[src/rtl/fmpd_pkg.sv]
// ----------------------------------------------------------------------------
// FM phase discriminator package
// Shared types, CORDIC widths and the arctangent table.
// ----------------------------------------------------------------------------
package fmpd_pkg;

   // CORDIC datapath: vectors normalized so the top set bit sits at NORM_TOP
   localparam int CORDIC_WIDTH = 63;
   localparam int ANGLE_WIDTH  = 33;
   localparam int CORDIC_STEPS = 30;
   localparam int NORM_TOP     = 58;
   localparam int SHIFT_WIDTH  = 6;

   // quarter turn in units of pi/2^31
   localparam logic signed [ANGLE_WIDTH-1:0] ANGLE_QUARTER = 33'sd1073741824;

   // atan(2^-i) in units of pi/2^31, rounded to nearest
   localparam logic signed [ANGLE_WIDTH-1:0] ATAN_TABLE [CORDIC_STEPS] = '{
      33'sd536870912, 33'sd316933406, 33'sd167458907, 33'sd85004756,
      33'sd42667331,  33'sd21354465,  33'sd10679838,  33'sd5340245,
      33'sd2670163,   33'sd1335087,   33'sd667544,    33'sd333772,
      33'sd166886,    33'sd83443,     33'sd41722,     33'sd20861,
      33'sd10430,     33'sd5215,      33'sd2608,      33'sd1304,
      33'sd652,       33'sd326,       33'sd163,       33'sd81,
      33'sd41,        33'sd20,        33'sd10,        33'sd5,
      33'sd3,         33'sd1
   };

   // per-stage control that travels with each request
   typedef struct packed {
      logic valid;
      logic last;
      logic zero;
   } ctl_type;

endpackage

[src/rtl/fmpd_cordic_step.sv]
// ----------------------------------------------------------------------------
// FM phase discriminator CORDIC step
// One registered vectoring iteration: rotate toward y = 0 and accumulate
// the table angle for this step.
// ----------------------------------------------------------------------------
module fmpd_cordic_step
   import fmpd_pkg::*;
#(
   parameter int STEP = 0
) (
   input  logic                           clock,
   input  logic                           reset,
   input  logic                           en,
   input  ctl_type                        ctl_prev,
   input  logic signed [CORDIC_WIDTH-1:0] x_prev,
   input  logic signed [CORDIC_WIDTH-1:0] y_prev,
   input  logic signed [ANGLE_WIDTH-1:0]  z_prev,
   output ctl_type                        ctl_ff,
   output logic signed [CORDIC_WIDTH-1:0] x_ff,
   output logic signed [CORDIC_WIDTH-1:0] y_ff,
   output logic signed [ANGLE_WIDTH-1:0]  z_ff
);

   logic signed [CORDIC_WIDTH-1:0] x_in, y_in;
   logic signed [ANGLE_WIDTH-1:0]  z_in;

   always_comb begin
      if (!y_prev[CORDIC_WIDTH-1]) begin
         x_in = x_prev + (y_prev >>> STEP);
         y_in = y_prev - (x_prev >>> STEP);
         z_in = z_prev + ATAN_TABLE[STEP];
      end else begin
         x_in = x_prev - (y_prev >>> STEP);
         y_in = y_prev + (x_prev >>> STEP);
         z_in = z_prev - ATAN_TABLE[STEP];
      end
   end

   always_ff @(posedge clock) begin
      if (reset) begin
         ctl_ff <= '0;
      end else if (en) begin
         ctl_ff <= ctl_prev;
      end
   end

   always_ff @(posedge clock) begin
      if (en) begin
         x_ff <= x_in;
         y_ff <= y_in;
         z_ff <= z_in;
      end
   end

endmodule

[config.mk]
export PLATFORM = sky130hd
export DESIGN_NAME = fmpd_cordic_step
export DESIGN_NICKNAME = d
export VERILOG_FILES = /design/src/rtl/fmpd_pkg.sv /design/src/rtl/fmpd_cordic_step.sv
export SDC_FILE = /design/constraint.sdc
export NUM_CORES = 1
export LEC_CHECK = 0
export BUFFER_PORTS_ARGS = -buffer_cell sky130_fd_sc_hd__buf_2
export CORE_MARGIN = 3
export CORE_UTILIZATION = 45
export DETAILED_ROUTE_END_ITERATION = 8
export PLACE_DENSITY = 0.71
export SLEW_MARGIN = 15
export SYNTH_ARGS = -nofsm -noshare
export SYNTH_HDL_FRONTEND = slang
export SYNTH_SLANG_ARGS = --single-unit
[constraint.sdc]
create_clock -name clock -period 3.05 [get_ports clock]
set_input_delay 0 -clock clock [delete_from_list [all_inputs] [get_ports clock]]
set_output_delay 0 -clock clock [all_outputs]
set_load 0.03 [all_outputs]
* Word level (Yosys, flattened, before mapping) *
Index checks and enable logic that the tools add are counted.

operators by class
  bitwise logic cells = 0
  shift operators = 0
  eq/ne operators = 0
  divide/modulo/power cells = 0
  magnitude comparators = 0
  add/sub/neg operators = 5
  mux-type cells = 3
  multipliers = 0
  reduce and logical (&&, ||, !) cells = 0

operators with widths
  cell                                                 number
  2-to-1 mux 63 bit                                    2
  subtractor 63 bit                                    2
  adder 63 bit                                         1
  adder 33 x 31 -> 33 bit, second input constant       1
  2-to-1 mux 33 bit                                    1
  subtractor 33 x 31 -> 33 bit, second input constant  1

word-level totals
  memory bits (read-only) = 0
  memories kept = 0
  bits in registers = 162
  bits in latches = 0
  RAM bits = 0

* Longest topological paths before layout *
  depth after elaboration = 2
  depth in mapped cells = 14
  depth with buffers taken out = 14

* Worst setup path before layout *
Ideal clock, no wire load.

  path type = input-to-reg
  start = input port x_prev[0]
  end = register y_ff[40] (data pin)
  stages on the path = 12
  path slack = 0.067 ns
  data arrival time = 2.715 ns
  buffers on the path = 0
  cell sequence = ha_1 -> fa_1 -> nor2b_1 -> o21ai_1 -> a311oi_2 -> a2111o_1 -> a311oi_4 -> o21bai_1 -> a21o_1 -> a31oi_1 -> mux2i_1 -> xnor2_1

between the ends
  longest elaborated chain between the ends = 2

RTL lines
  what                                                      RTL line                                        source
  start: declaration                                        fmpd_cordic_step.sv:15                          input logic signed [CORDIC_WIDTH-1:0] x_prev,
  subtractor 63 bit / adder 63 bit (equally long branches)  fmpd_cordic_step.sv:30, fmpd_cordic_step.sv:34
  2-to-1 mux 63 bit *                                       fmpd_cordic_step.sv:28                          if (!y_prev[CORDIC_WIDTH-1]) begin
  via y_in[40]                                              fmpd_cordic_step.sv:24                          logic signed [CORDIC_WIDTH-1:0] x_in, y_in;
  end signal: assignment                                    fmpd_cordic_step.sv:50                          y_ff <= y_in;
  end: declaration                                          fmpd_cordic_step.sv:20                          output logic signed [CORDIC_WIDTH-1:0] y_ff,

The timed path passes the listed nets; every way through them passes the cells marked *.
A chain may end at the register's enable or synchronous reset.

* Worst setup path in the final report *
  start = input port x_prev[0]
  end = register x_ff[62] (data pin)

between the ends
  longest elaborated chain between the ends = 2

RTL lines
  what                                                      RTL line                                        source
  adder 63 bit / subtractor 63 bit (equally long branches)  fmpd_cordic_step.sv:29, fmpd_cordic_step.sv:33
  2-to-1 mux 63 bit *                                       fmpd_cordic_step.sv:28
  via x_in[62]                                              fmpd_cordic_step.sv:24
  end signal: assignment                                    fmpd_cordic_step.sv:49                          x_ff <= x_in;
  end: declaration                                          fmpd_cordic_step.sv:19                          output logic signed [CORDIC_WIDTH-1:0] x_ff,

Marks and branches as above.

==> flow_summary_export.csv <==
group,metric,value,unit
synth,yosys.area.top_type,"edfxtp_1",
timing,fin_crit_sh,97.0,%
synth,ys_warn_count,0,
timing,period_needed,2.96,ns
synth,synthArstFlopShare,0,%
global_route,grt_first_pass_wirelength,108000,um
die,pin_count,327,
critical_path,arrival,3.17,ns
outcome,status,"finished, final reports clean",
finish,multi_input_area,11000,um2
clocking,clock_tree.buffer_depth,2,
timing,setup_viol,0,
synth,ys_seq_elements,161,
global_route,grt.total_usage,35.5,%
finish,drive_gt1_share,31.5,%
route,dr.pass1.iters,8,
finish,num_antenna_cells,0,
synth,synthCells,2043,
pwr,power,0.0104,W
critical_path,cp.required,3.26,ns
global_route,grt_pass1_vias,18657,
synth,syn_area_per_cell,8.23,um2
pwr,peakVddDrop,0.000434,V
global_route,gr-total-overflow,0,
clocking,htreeDepth,4,
timing,grt_setup_unrepaired,"true",
route,final_antenna_net_count,0,
die,rows,70,
timing,holdWs,0.101,ns
global_route,antenna_found_initial,3,
timing,slew_viol_final,0,
clocking,clock_latency,0.45,ns
clocking,cts_root_buf,"clkbuf_16",
route,totalWireLength,72900,um
synth,synthFlopType,"edfxtp_1",
critical_path,crit_fanout,6,
finish,num-fill-cells,3195,
clocking,cts_tree,"built",
timing,max_freq,0.338,GHz
finish,area_growth,39.8,%
route,wire_per_inst,22.0,um
critical_path,startpoint_type,"input pin",
synth,synth-edff-count,158,
route,drc_errors,0,
finish,regArea,4800,um2
finish,final_nets,3186,
flow_run,maxCapViolCount,0,
die,dieArea,39700,um2
placement,gp_congestion,1.06,
pwr,leakagePower,11.0,nW
synth,synth_top_area_share,28.2,%
die,die_w,199,um
critical_path,crit_type,"input pin to register",
timing,skew,0,ns
timing,final_hold_viol_count,0,
route,drt-initial-drc-count,1776,
min_path,hold_class,"input pin to register",
critical_path,endpoint_kind,"register",
route,drt-vias-per-instance,5.78,
clocking,numClockSinks,161,
clocking,cts_buffers,17,
timing,tns,0,ns
die,core,36700,um2
synth,synth_cell_types,78,
timing,slew_headroom,26.5,%
synth,synthesis.area,16800,um2
global_route,grt_start_max_net_pins,162,
die,die-height,199,um
timing,worst_pin_slew,1.10,ns
clocking,clkTransAtPathRegs,0.08,ns
synth,synth.yosys.seq_area_share,28.6,%
die,start_util,45.8,%
placement,port_buffers,326,
pwr,cellPowerDensity,441,nW/um2
route,vias,19121,
synth,synth_nets,2400,
synth,synth_area_leaders,"edfxtp_1 (28%), ha_1 (14%), a21oi_1 (8.5%), xnor2_1 (6.0%), inv_1 (4.3%)",
placement,place_hpwl,59100,um
==> flip-flops by register name, summed over array words and instances (netlist names) <==
name and flops:
x_ff 63, ctl_ff 3, z_ff 33, y_ff 62
==> layer usage <==
metal,up-vias,GRT usage (%),part of all wire [%],wire [um]
li1,8980,-,-,-
met1,9000,45.9,42,30300
met3,181,6.83,8.0,5840
met2,954,58.1,46,33300
met5,-,0,0.067,49
met4,6,15.2,4.6,3350
==> cells in the final DEF, fill, tap and decap left out, types with 38 or more instances in the layout <==
cell             n
a21o_1          48
buf_2          324
buf_4          487
xnor2_1        115
inv_1          190
dlygate4sd3_1   38
nor2_1         157
a21oi_1        282
ha_1           183
nand2_1        126
o21ai_0        118
nor3_1          40
edfxtp_1       158
o21bai_1        53
==> synth_stat cells, types with 9 or more instances <==
library cell,number
a21oi_1,287
inv_1,192
ha_1,188
edfxtp_1,158
nor2_1,157
nand2_1,126
o21ai_0,119
xnor2_1,115
clkbuf_1,59
o21bai_1,54
a21o_1,48
nor3_1,42
mux2i_1,33
nand4_1,31
nand3_1,30
o211ai_1,28
a31oi_1,26
nor4_1,26
a211oi_1,25
o31ai_1,25
nor2b_1,23
buf_1,17
nand2b_1,16
or3_1,15
o21a_1,14
o21ai_1,13
xor2_1,10
a211o_1,9
buf_2,9
or4_1,9
==> critical path, stage by stage <==
cell      delay, ns
buf_2          0.11
buf_4          0.13
inv_1          0.07
ha_1           0.20
fa_1           0.21
nor2b_1        0.06
o21a_1         0.19
o21ai_0        0.26
nand2_1        0.17
a21oi_1        0.38
o221ai_1       0.26
a311o_2        0.53
a31oi_1        0.29
a311oi_1       0.11
xnor2_1        0.19
==> logic make-up (layout without fill, tap and decap cells) <==
family	count (synthesis)	in the layout	share of synthesized area (%)
AO/OA/AOI/OAI	730	730	27.2
XOR/XNOR	125	125	6.51
adder cells (fa/ha/maj)	192	192	14.5
buffers and inverters	285	1084	6.45
flip-flops	161	161	28.6
multiplexers	36	36	2.17
AND/OR/NAND/NOR	514	514	14.6
==> through the flow <==
step | instance area [um2] | utilization, % | setup WS (ns) | instances
floorplan | 16800 | - | 0.0667 | 2043
global placement | 22400 | 61.0 | -0.364 | 3239
detailed placement | 22400 | 61.0 | -0.432 | 3239
CTS | 23400 | 63.7 | 0.0180 | 3309
global route | 23500 | 64.0 | -0.0300 | 3310
finish | 23500 | 64.0 | 0.0907 | 3310
==> final cells by class <==
class                      instances  area share (%)
tap                              468            2.49
sequential                       161            20.5
inverter                         199            3.18
timing repair buffer             853            24.4
clock inverter                    14           0.719
multi-input combinational       1597            46.9
clock buffer                      18            1.83
==> power breakdown <==
part           total (W)  switching, W  internal [W]  leakage (nW)
Sequential       0.00299     0.0000992       0.00289          1.57
Combinational    0.00503       0.00308       0.00195          9.17
Clock            0.00235       0.00111       0.00124         0.287
==> worst paths after layout <==
kind	endpoint	cells past startpoint	start	slack, ns
min	z_ff[30]	4	z_prev[30]	0.10
max reg2reg	ctl_ff[2]	3	ctl_ff[2]	1.89
max	x_ff[62]	15	x_prev[0]	0.09
min reg2reg	ctl_ff[0]	2	ctl_ff[0]	0.51
==> what timing repair did <==
action                                 in CTS  in global routing
setup endpoints to repair                   0                 20
hold buffers                               38                  0
gates resized for setup                     0                 27
endpoints found under the hold margin      37                  0
buffers inserted                            0                  1
Power figures use the tool's default switching activity.
