==> src/rtl/fmpd_pkg.sv <==
// ----------------------------------------------------------------------------
// FM phase discriminator package
// Shared types, CORDIC widths and the arctangent table.
// ----------------------------------------------------------------------------
package fmpd_pkg;

   // CORDIC datapath: vectors normalized so the top set bit sits at NORM_TOP
   localparam int CORDIC_WIDTH = 63;
   localparam int ANGLE_WIDTH  = 33;
   localparam int CORDIC_STEPS = 30;
   localparam int NORM_TOP     = 58;
   localparam int SHIFT_WIDTH  = 6;

   // quarter turn in units of pi/2^31
   localparam logic signed [ANGLE_WIDTH-1:0] ANGLE_QUARTER = 33'sd1073741824;

   // atan(2^-i) in units of pi/2^31, rounded to nearest
   localparam logic signed [ANGLE_WIDTH-1:0] ATAN_TABLE [CORDIC_STEPS] = '{
      33'sd536870912, 33'sd316933406, 33'sd167458907, 33'sd85004756,
      33'sd42667331,  33'sd21354465,  33'sd10679838,  33'sd5340245,
      33'sd2670163,   33'sd1335087,   33'sd667544,    33'sd333772,
      33'sd166886,    33'sd83443,     33'sd41722,     33'sd20861,
      33'sd10430,     33'sd5215,      33'sd2608,      33'sd1304,
      33'sd652,       33'sd326,       33'sd163,       33'sd81,
      33'sd41,        33'sd20,        33'sd10,        33'sd5,
      33'sd3,         33'sd1
   };

   // per-stage control that travels with each request
   typedef struct packed {
      logic valid;
      logic last;
      logic zero;
   } ctl_type;

endpackage

==> src/rtl/fmpd_norm.sv <==
// ----------------------------------------------------------------------------
// FM phase discriminator normalizer
// Three-stage left shift that moves the leading one of max(|x|,|y|) to
// bit NORM_TOP: leading-one search, coarse shift in steps of 8, fine shift.
// ----------------------------------------------------------------------------
module fmpd_norm
   import fmpd_pkg::*;
#(
   parameter int IN_WIDTH = 33
) (
   input  logic                           clock,
   input  logic                           reset,
   input  logic                           en,
   input  ctl_type                        ctl_prev,
   input  logic signed [IN_WIDTH-1:0]     x_prev,
   input  logic signed [IN_WIDTH-1:0]     y_prev,
   input  logic signed [ANGLE_WIDTH-1:0]  z_prev,
   output ctl_type                        ctl_ff,
   output logic signed [CORDIC_WIDTH-1:0] x_ff,
   output logic signed [CORDIC_WIDTH-1:0] y_ff,
   output logic signed [ANGLE_WIDTH-1:0]  z_ff
);

   // stage a: shift amount
   logic signed [IN_WIDTH-1:0]    mag_y;
   logic [IN_WIDTH-2:0]           lead_bits;
   logic [SHIFT_WIDTH-1:0]        top_bit;
   logic [SHIFT_WIDTH-1:0]        sha_in;
   ctl_type                       ctla_ff;
   logic signed [IN_WIDTH-1:0]    xa_ff, ya_ff;
   logic signed [ANGLE_WIDTH-1:0] za_ff;
   logic [SHIFT_WIDTH-1:0]        sha_ff;

   // stage b: coarse shift
   logic signed [CORDIC_WIDTH-1:0] x_wide, y_wide;
   logic signed [CORDIC_WIDTH-1:0] xb_in, yb_in;
   ctl_type                        ctlb_ff;
   logic signed [CORDIC_WIDTH-1:0] xb_ff, yb_ff;
   logic signed [ANGLE_WIDTH-1:0]  zb_ff;
   logic [2:0]                     shb_ff;

   always_comb begin
      mag_y     = y_prev[IN_WIDTH-1] ? -y_prev : y_prev;
      lead_bits = x_prev[IN_WIDTH-2:0] | mag_y[IN_WIDTH-2:0];
      top_bit   = '0;
      for (int i = 0; i < IN_WIDTH - 1; i++) begin
         if (lead_bits[i]) begin
            top_bit = SHIFT_WIDTH'(i);
         end
      end
      sha_in = SHIFT_WIDTH'(NORM_TOP) - top_bit;
   end

   always_comb begin
      x_wide = {{(CORDIC_WIDTH-IN_WIDTH){xa_ff[IN_WIDTH-1]}}, xa_ff};
      y_wide = {{(CORDIC_WIDTH-IN_WIDTH){ya_ff[IN_WIDTH-1]}}, ya_ff};
      xb_in  = x_wide <<< {sha_ff[SHIFT_WIDTH-1:3], 3'b000};
      yb_in  = y_wide <<< {sha_ff[SHIFT_WIDTH-1:3], 3'b000};
   end

   always_ff @(posedge clock) begin
      if (reset) begin
         ctla_ff <= '0;
         ctlb_ff <= '0;
         ctl_ff  <= '0;
      end else if (en) begin
         ctla_ff <= ctl_prev;
         ctlb_ff <= ctla_ff;
         ctl_ff  <= ctlb_ff;
      end
   end

   always_ff @(posedge clock) begin
      if (en) begin
         xa_ff  <= x_prev;
         ya_ff  <= y_prev;
         za_ff  <= z_prev;
         sha_ff <= sha_in;
         xb_ff  <= xb_in;
         yb_ff  <= yb_in;
         zb_ff  <= za_ff;
         shb_ff <= sha_ff[2:0];
         x_ff   <= xb_ff <<< shb_ff;
         y_ff   <= yb_ff <<< shb_ff;
         z_ff   <= zb_ff;
      end
   end

endmodule

==> config.mk <==
export PLATFORM = sky130hd
export DESIGN_NAME = fmpd_norm
export DESIGN_NICKNAME = d
export VERILOG_FILES = /design/src/rtl/fmpd_pkg.sv /design/src/rtl/fmpd_norm.sv
export SDC_FILE = /design/constraint.sdc
export NUM_CORES = 1
export LEC_CHECK = 0
export ABC_AREA = 1
export BUFFER_PORTS_ARGS = -buffer_cell sky130_fd_sc_hd__buf_2
export CORE_AREA = 2 2 194 196
export CTS_CLUSTER_SIZE = 16
export DETAILED_ROUTE_END_ITERATION = 10
export DIE_AREA = 0 0 196 198
export PLACE_DENSITY_LB_ADDON = 0.1
export SLEW_MARGIN = 10
export SYNTH_ARGS = -nofsm -noshare
export SYNTH_HDL_FRONTEND = slang
export SYNTH_SLANG_ARGS = --single-unit
==> constraint.sdc <==
create_clock -name clock -period 3.4 [get_ports clock]
set_input_delay 0 -clock clock [delete_from_list [all_inputs] [get_ports clock]]
set_output_delay 0 -clock clock [all_outputs]
set_load 0.1 [all_outputs]
After elaboration in Yosys (flattened, before gate mapping). Cells that the tools add are included.

$add $sub $neg: 2. $mul: 0. Divide/modulo/power cells: 0. Magnitude comparators: 0. Equal/unequal tests: 0. Shifts and indexed selects: 4. Mux-type cells: 32. Bitwise logic cells: 1. Reductions and logical operators: 0.

Operators by type and width (number): $mux W6 (30); $sshl A33 B6 Y63 (2); $sshl A63 B3 Y63 (2); $mux W32 (1); $neg A32 Y32 (1); $or A32 B32 Y32 (1); $sub A6 B6 Y6 const A (1); $mux W1 (1).

Flip-flop bits (word level): 435. Latch bits: 0. RAM bits: 0. ROM bits: 0. Bits of input ports: 105. Output and inout port bits: 162. Word-level logic and storage cells: 59. Memories: 0.

Depth between registers and ports, before layout.
Word-level depth: 35. Gate-level depth with buffers: 36. Mapped depth without buffers: 36.

Least setup slack after synthesis. Ideal clock, no wire load.

Path type: input-to-reg. Start: input y_prev[0]. End: register sha_ff[4], data pin. Data arrival time: 2.574 ns. Setup slack: 0.572 ns. Stages on the path: 24. Cells stage by stage: inv_1 > ha_1 > nand4_2 > nor2_2 > nand3_2 > nor3_4 > nand4_1 > nand3b_4 > nor2_1 > nand2_1 > nand2_1 > inv_2 > nor2_1 > o21bai_1 > a21o_2 > nor4_1 > nand2_1 > nand2_1 > nand2_1 > nand2_1 > ha_1 > o21ai_2 > xor2_1 > inv_1.

Word-level cells in the longest chain between the ends: 35.

Ends and longest elaborated chain: from (decl) (RTL line fmpd_norm.sv:16) `input logic signed [IN_WIDTH-1:0] y_prev,`; $neg A32 Y32 (*) (RTL line fmpd_norm.sv:43) `mag_y = y_prev[IN_WIDTH-1] ? -y_prev : y_prev;`; $mux W32 (*) (RTL line fmpd_norm.sv:43); $or A32 B32 Y32 (*) (RTL line fmpd_norm.sv:44) `lead_bits = x_prev[IN_WIDTH-2:0] | mag_y[IN_WIDTH-2:0];`; $mux W1 (RTL line fmpd_norm.sv:47) `if (lead_bits[i]) begin`; $mux W6 (29 in series) (RTL line fmpd_norm.sv:47); $mux W6 (*) (RTL line fmpd_norm.sv:47); $sub A6 B6 Y6 (*) (RTL line fmpd_norm.sv:51) `sha_in = SHIFT_WIDTH'(NORM_TOP) - top_bit;`; via sha_in[4] (RTL line fmpd_norm.sv:28) `logic [SHIFT_WIDTH-1:0] sha_in;`; to (signal assigned) (RTL line fmpd_norm.sv:78) `sha_ff <= sha_in;`; to (decl) (RTL line fmpd_norm.sv:32) `logic [SHIFT_WIDTH-1:0] sha_ff;`.

Mark *: on every way through the listed nets, which the timed path passes. The rest lies on a longest branch. A chain may end at the register's enable or synchronous reset.

Final worst setup path. Same ends and word-level chain as after synthesis.

==> out/qor.yml <==
peakVddDrop_uv: 429
regToRegSetupSlack_ps: 1090
grt_max_degree: 127
io_buffers: 266
worstHoldStart: "z_prev[1]"
dp_hpwl_um: 38000
fin_nets: 2643
num_vias: 16800
status: "complete, no violations"
synthesis.nets: 2331
ys_warn_count: 0
grt_pass1_wl_um: 83400
die_h_um: 198
crit_buf_inv: 5
crit_required_ps: 3740
grt_pass1_vias: 15100
synth_flop_cell: "edfxtp_1"
firstDrtPassIters: 6
worst_hold_slack_ps: 130
finalHoldViolations: 0
worst-setup-path-type: "in2reg"
ys_seq_area_share_pct: 61.9
slew_headroom_pct: 25.7
synth-async-reset-ratio_pct: 0
powerDensity_nw_per_um2: 588
initial_core_util_pct: 56.8
timing.final.ws_setup_ps: 187
cpMostUsedCell: "nand2_1"
mostFrequentLayoutCell: "nand2_1"
syn2layout_area_growth_pct: 21.2
numCtsBuffers: 45
max_stage_delay_ps: 530
finalCritPeriodShare_pct: 94.5
die_w_um: 196
drt-initial-drc-count: 1737
grtUsageTotal_pct: 27.8
synthCells: 2224
reg2reg_depth: 4
antenna_found_initial: 0
crit_slowest_cell: "dlygate4sd3_1"
path_clk_slew_ps: 60
cts_tree: "yes"
period_minus_slack_ps: 3210
routed_wl_um: 54000
yosysUniqueCellTypes: 46
htree_levels: 2
worstMarginPinSlew_ps: 1110
antenna_left: 0
max_freq_mhz: 311
syn_area_um2: 21000
drive_gt1_share_pct: 16.3
clk_latency_ps: 580
crit_path_start_kind: "input port"
io_pins: 267
final_cell_area_um2: 25400
synth-edff-count: 426
finalSetupViolations: 0
core-area_um2: 37000
drc: 0
placed_area_um2: 22700
ys_seq_elements: 435
r2r-start: "sha_ff[5]"
whs_path_depth: 2
finalMaxSlewViolations: 0
hold_class: "in2reg"
hold_end: "za_ff[1]"
via_per_inst: 5.52
power_w: 0.0149
cts.sinks: 435
wire_per_inst_um: 17.7
dieArea_um2: 38800
cts_max_path_buffers: 3
cts_root_buf: "clkbuf_16"
crit_family: "simple AND/OR/NAND/NOR gates"
gr-total-overflow: 0
synth.avg_cell_area_um2: 9.43
cp_max_fo: 4
power_leakage_nw: 10.6
rows: 71
finClkSkew_ps: 20.8
cp_data_arrival_time_ps: 3550
layout_common_cells: "655 x nand2_1, 426 x edfxtp_1, 353 x o21ai_0, 263 x buf_2"
r2r-end: "xb_ff[51]"
end_kind: "flip-flop"
preCtsSetupSlack_ps: 68.5
max_cap_violations: 0
gp_congestion: 0.927
## worst max-delay path by stage
stage	from	end	slack, ps	cells past startpoint
2_1_floorplan	y_prev[0]	sha_ff[4]	570	24
3_3_place_gp	y_prev[0]	sha_ff[4]	150	25
3_5_place_dp	y_prev[0]	sha_ff[4]	70	25
4_1_cts	y_prev[1]	sha_ff[4]	140	26
5_1_grt	y_prev[0]	sha_ff[4]	-60	26
6_report	y_prev[0]	sha_ff[4]	190	26
## per-stage QoR
| step | setup TNS, ps | utilization (%) | std cells |
|---|---|---|---|
| finish | 0 | 68.8 | 3047 |
| global placement | 0 | 61.4 | 2852 |
| CTS | 0 | 68.5 | 3044 |
| global route | -62.0 | 68.8 | 3046 |
| detailed placement | 0 | 61.4 | 2852 |
| floorplan | 0 | - | 2224 |
## where the power goes
group / switching [W] / internal, W
clock: 0.00206 / 0.00302
combinational: 0.00254 / 0.000661
sequential: 0.000215 / 0.00645
total: 0.00481 / 0.0101
## flip-flops by register name, summed over array words and instances, names as in the netlist
register and flops:
ya_ff 33, y_ff 63, yb_ff 63, za_ff 33, shb_ff 3, zb_ff 33
ctl_ff 3, x_ff 63, z_ff 33, ctlb_ff 3, sha_ff 6, ctla_ff 3
xb_ff 63, xa_ff 33
## cells in the mapped netlist (6+ instances only)
cell type | instances | area (µm²)
clkbuf_1 | 109 | 409
mux2i_1 | 24 | 240
nor2_1 | 143 | 537
inv_1 | 144 | 541
nand3_1 | 135 | 676
o211ai_1 | 12 | 90.1
inv_2 | 7 | 26.3
nor3_1 | 31 | 155
nor3b_1 | 6 | 45.0
nand2_1 | 657 | 2470
nand4_1 | 8 | 50.1
a21oi_1 | 66 | 330
edfxtp_1 | 426 | 12800
dfxtp_1 | 9 | 180
o21ai_0 | 353 | 1770
or2_2 | 7 | 43.8
buf_1 | 26 | 97.6
## worst register-to-register path, cell delays in order (launching register included)
cell,delay [ps]
edfxtp_1,690
a21oi_1,720
inv_1,350
nor2_1,180
a21oi_1,80
## metal layers
layer | part of all wire, % | vias up | track usage (%)
li1 | - | 8233 | -
met1 | 44 | 7761 | 41.6
met2 | 44 | 746 | 41.0
met3 | 9.1 | 83 | 5.06
met4 | 2.7 | 0 | 9.65
met5 | 0 | - | 0
## timing repair
| item | CTS | global route |
|---|---|---|
| setup buffers | 0 | 4 |
| hold buffers | 109 | 0 |
| resized for setup | 0 | 17 |
| endpoints found under the setup margin | 0 | 3 |
| endpoints found under the hold margin | 188 | 0 |
## cell families after synthesis
kind of cell / count (synthesis) / synth area share [%]
flops: 435 / 61.9
buf+inv: 290 / 5.21
xor+xnor: 3 / 0.125
mux: 24 / 1.15
fa+ha+maj: 2 / 0.119
compound gates: 449 / 11.0
simple gates: 1021 / 20.5
## final cells by class
class	instances	area, µm²
multi-input combinational	1499	6990
clock inverter	22	229
fill	2824	11500
antenna	1	2.50
sequential	435	13000
tap	474	593
timing repair buffer	401	2750
inverter	154	578
clock buffer	61	1310
Note: power is estimated with default switching activity, not from simulation.
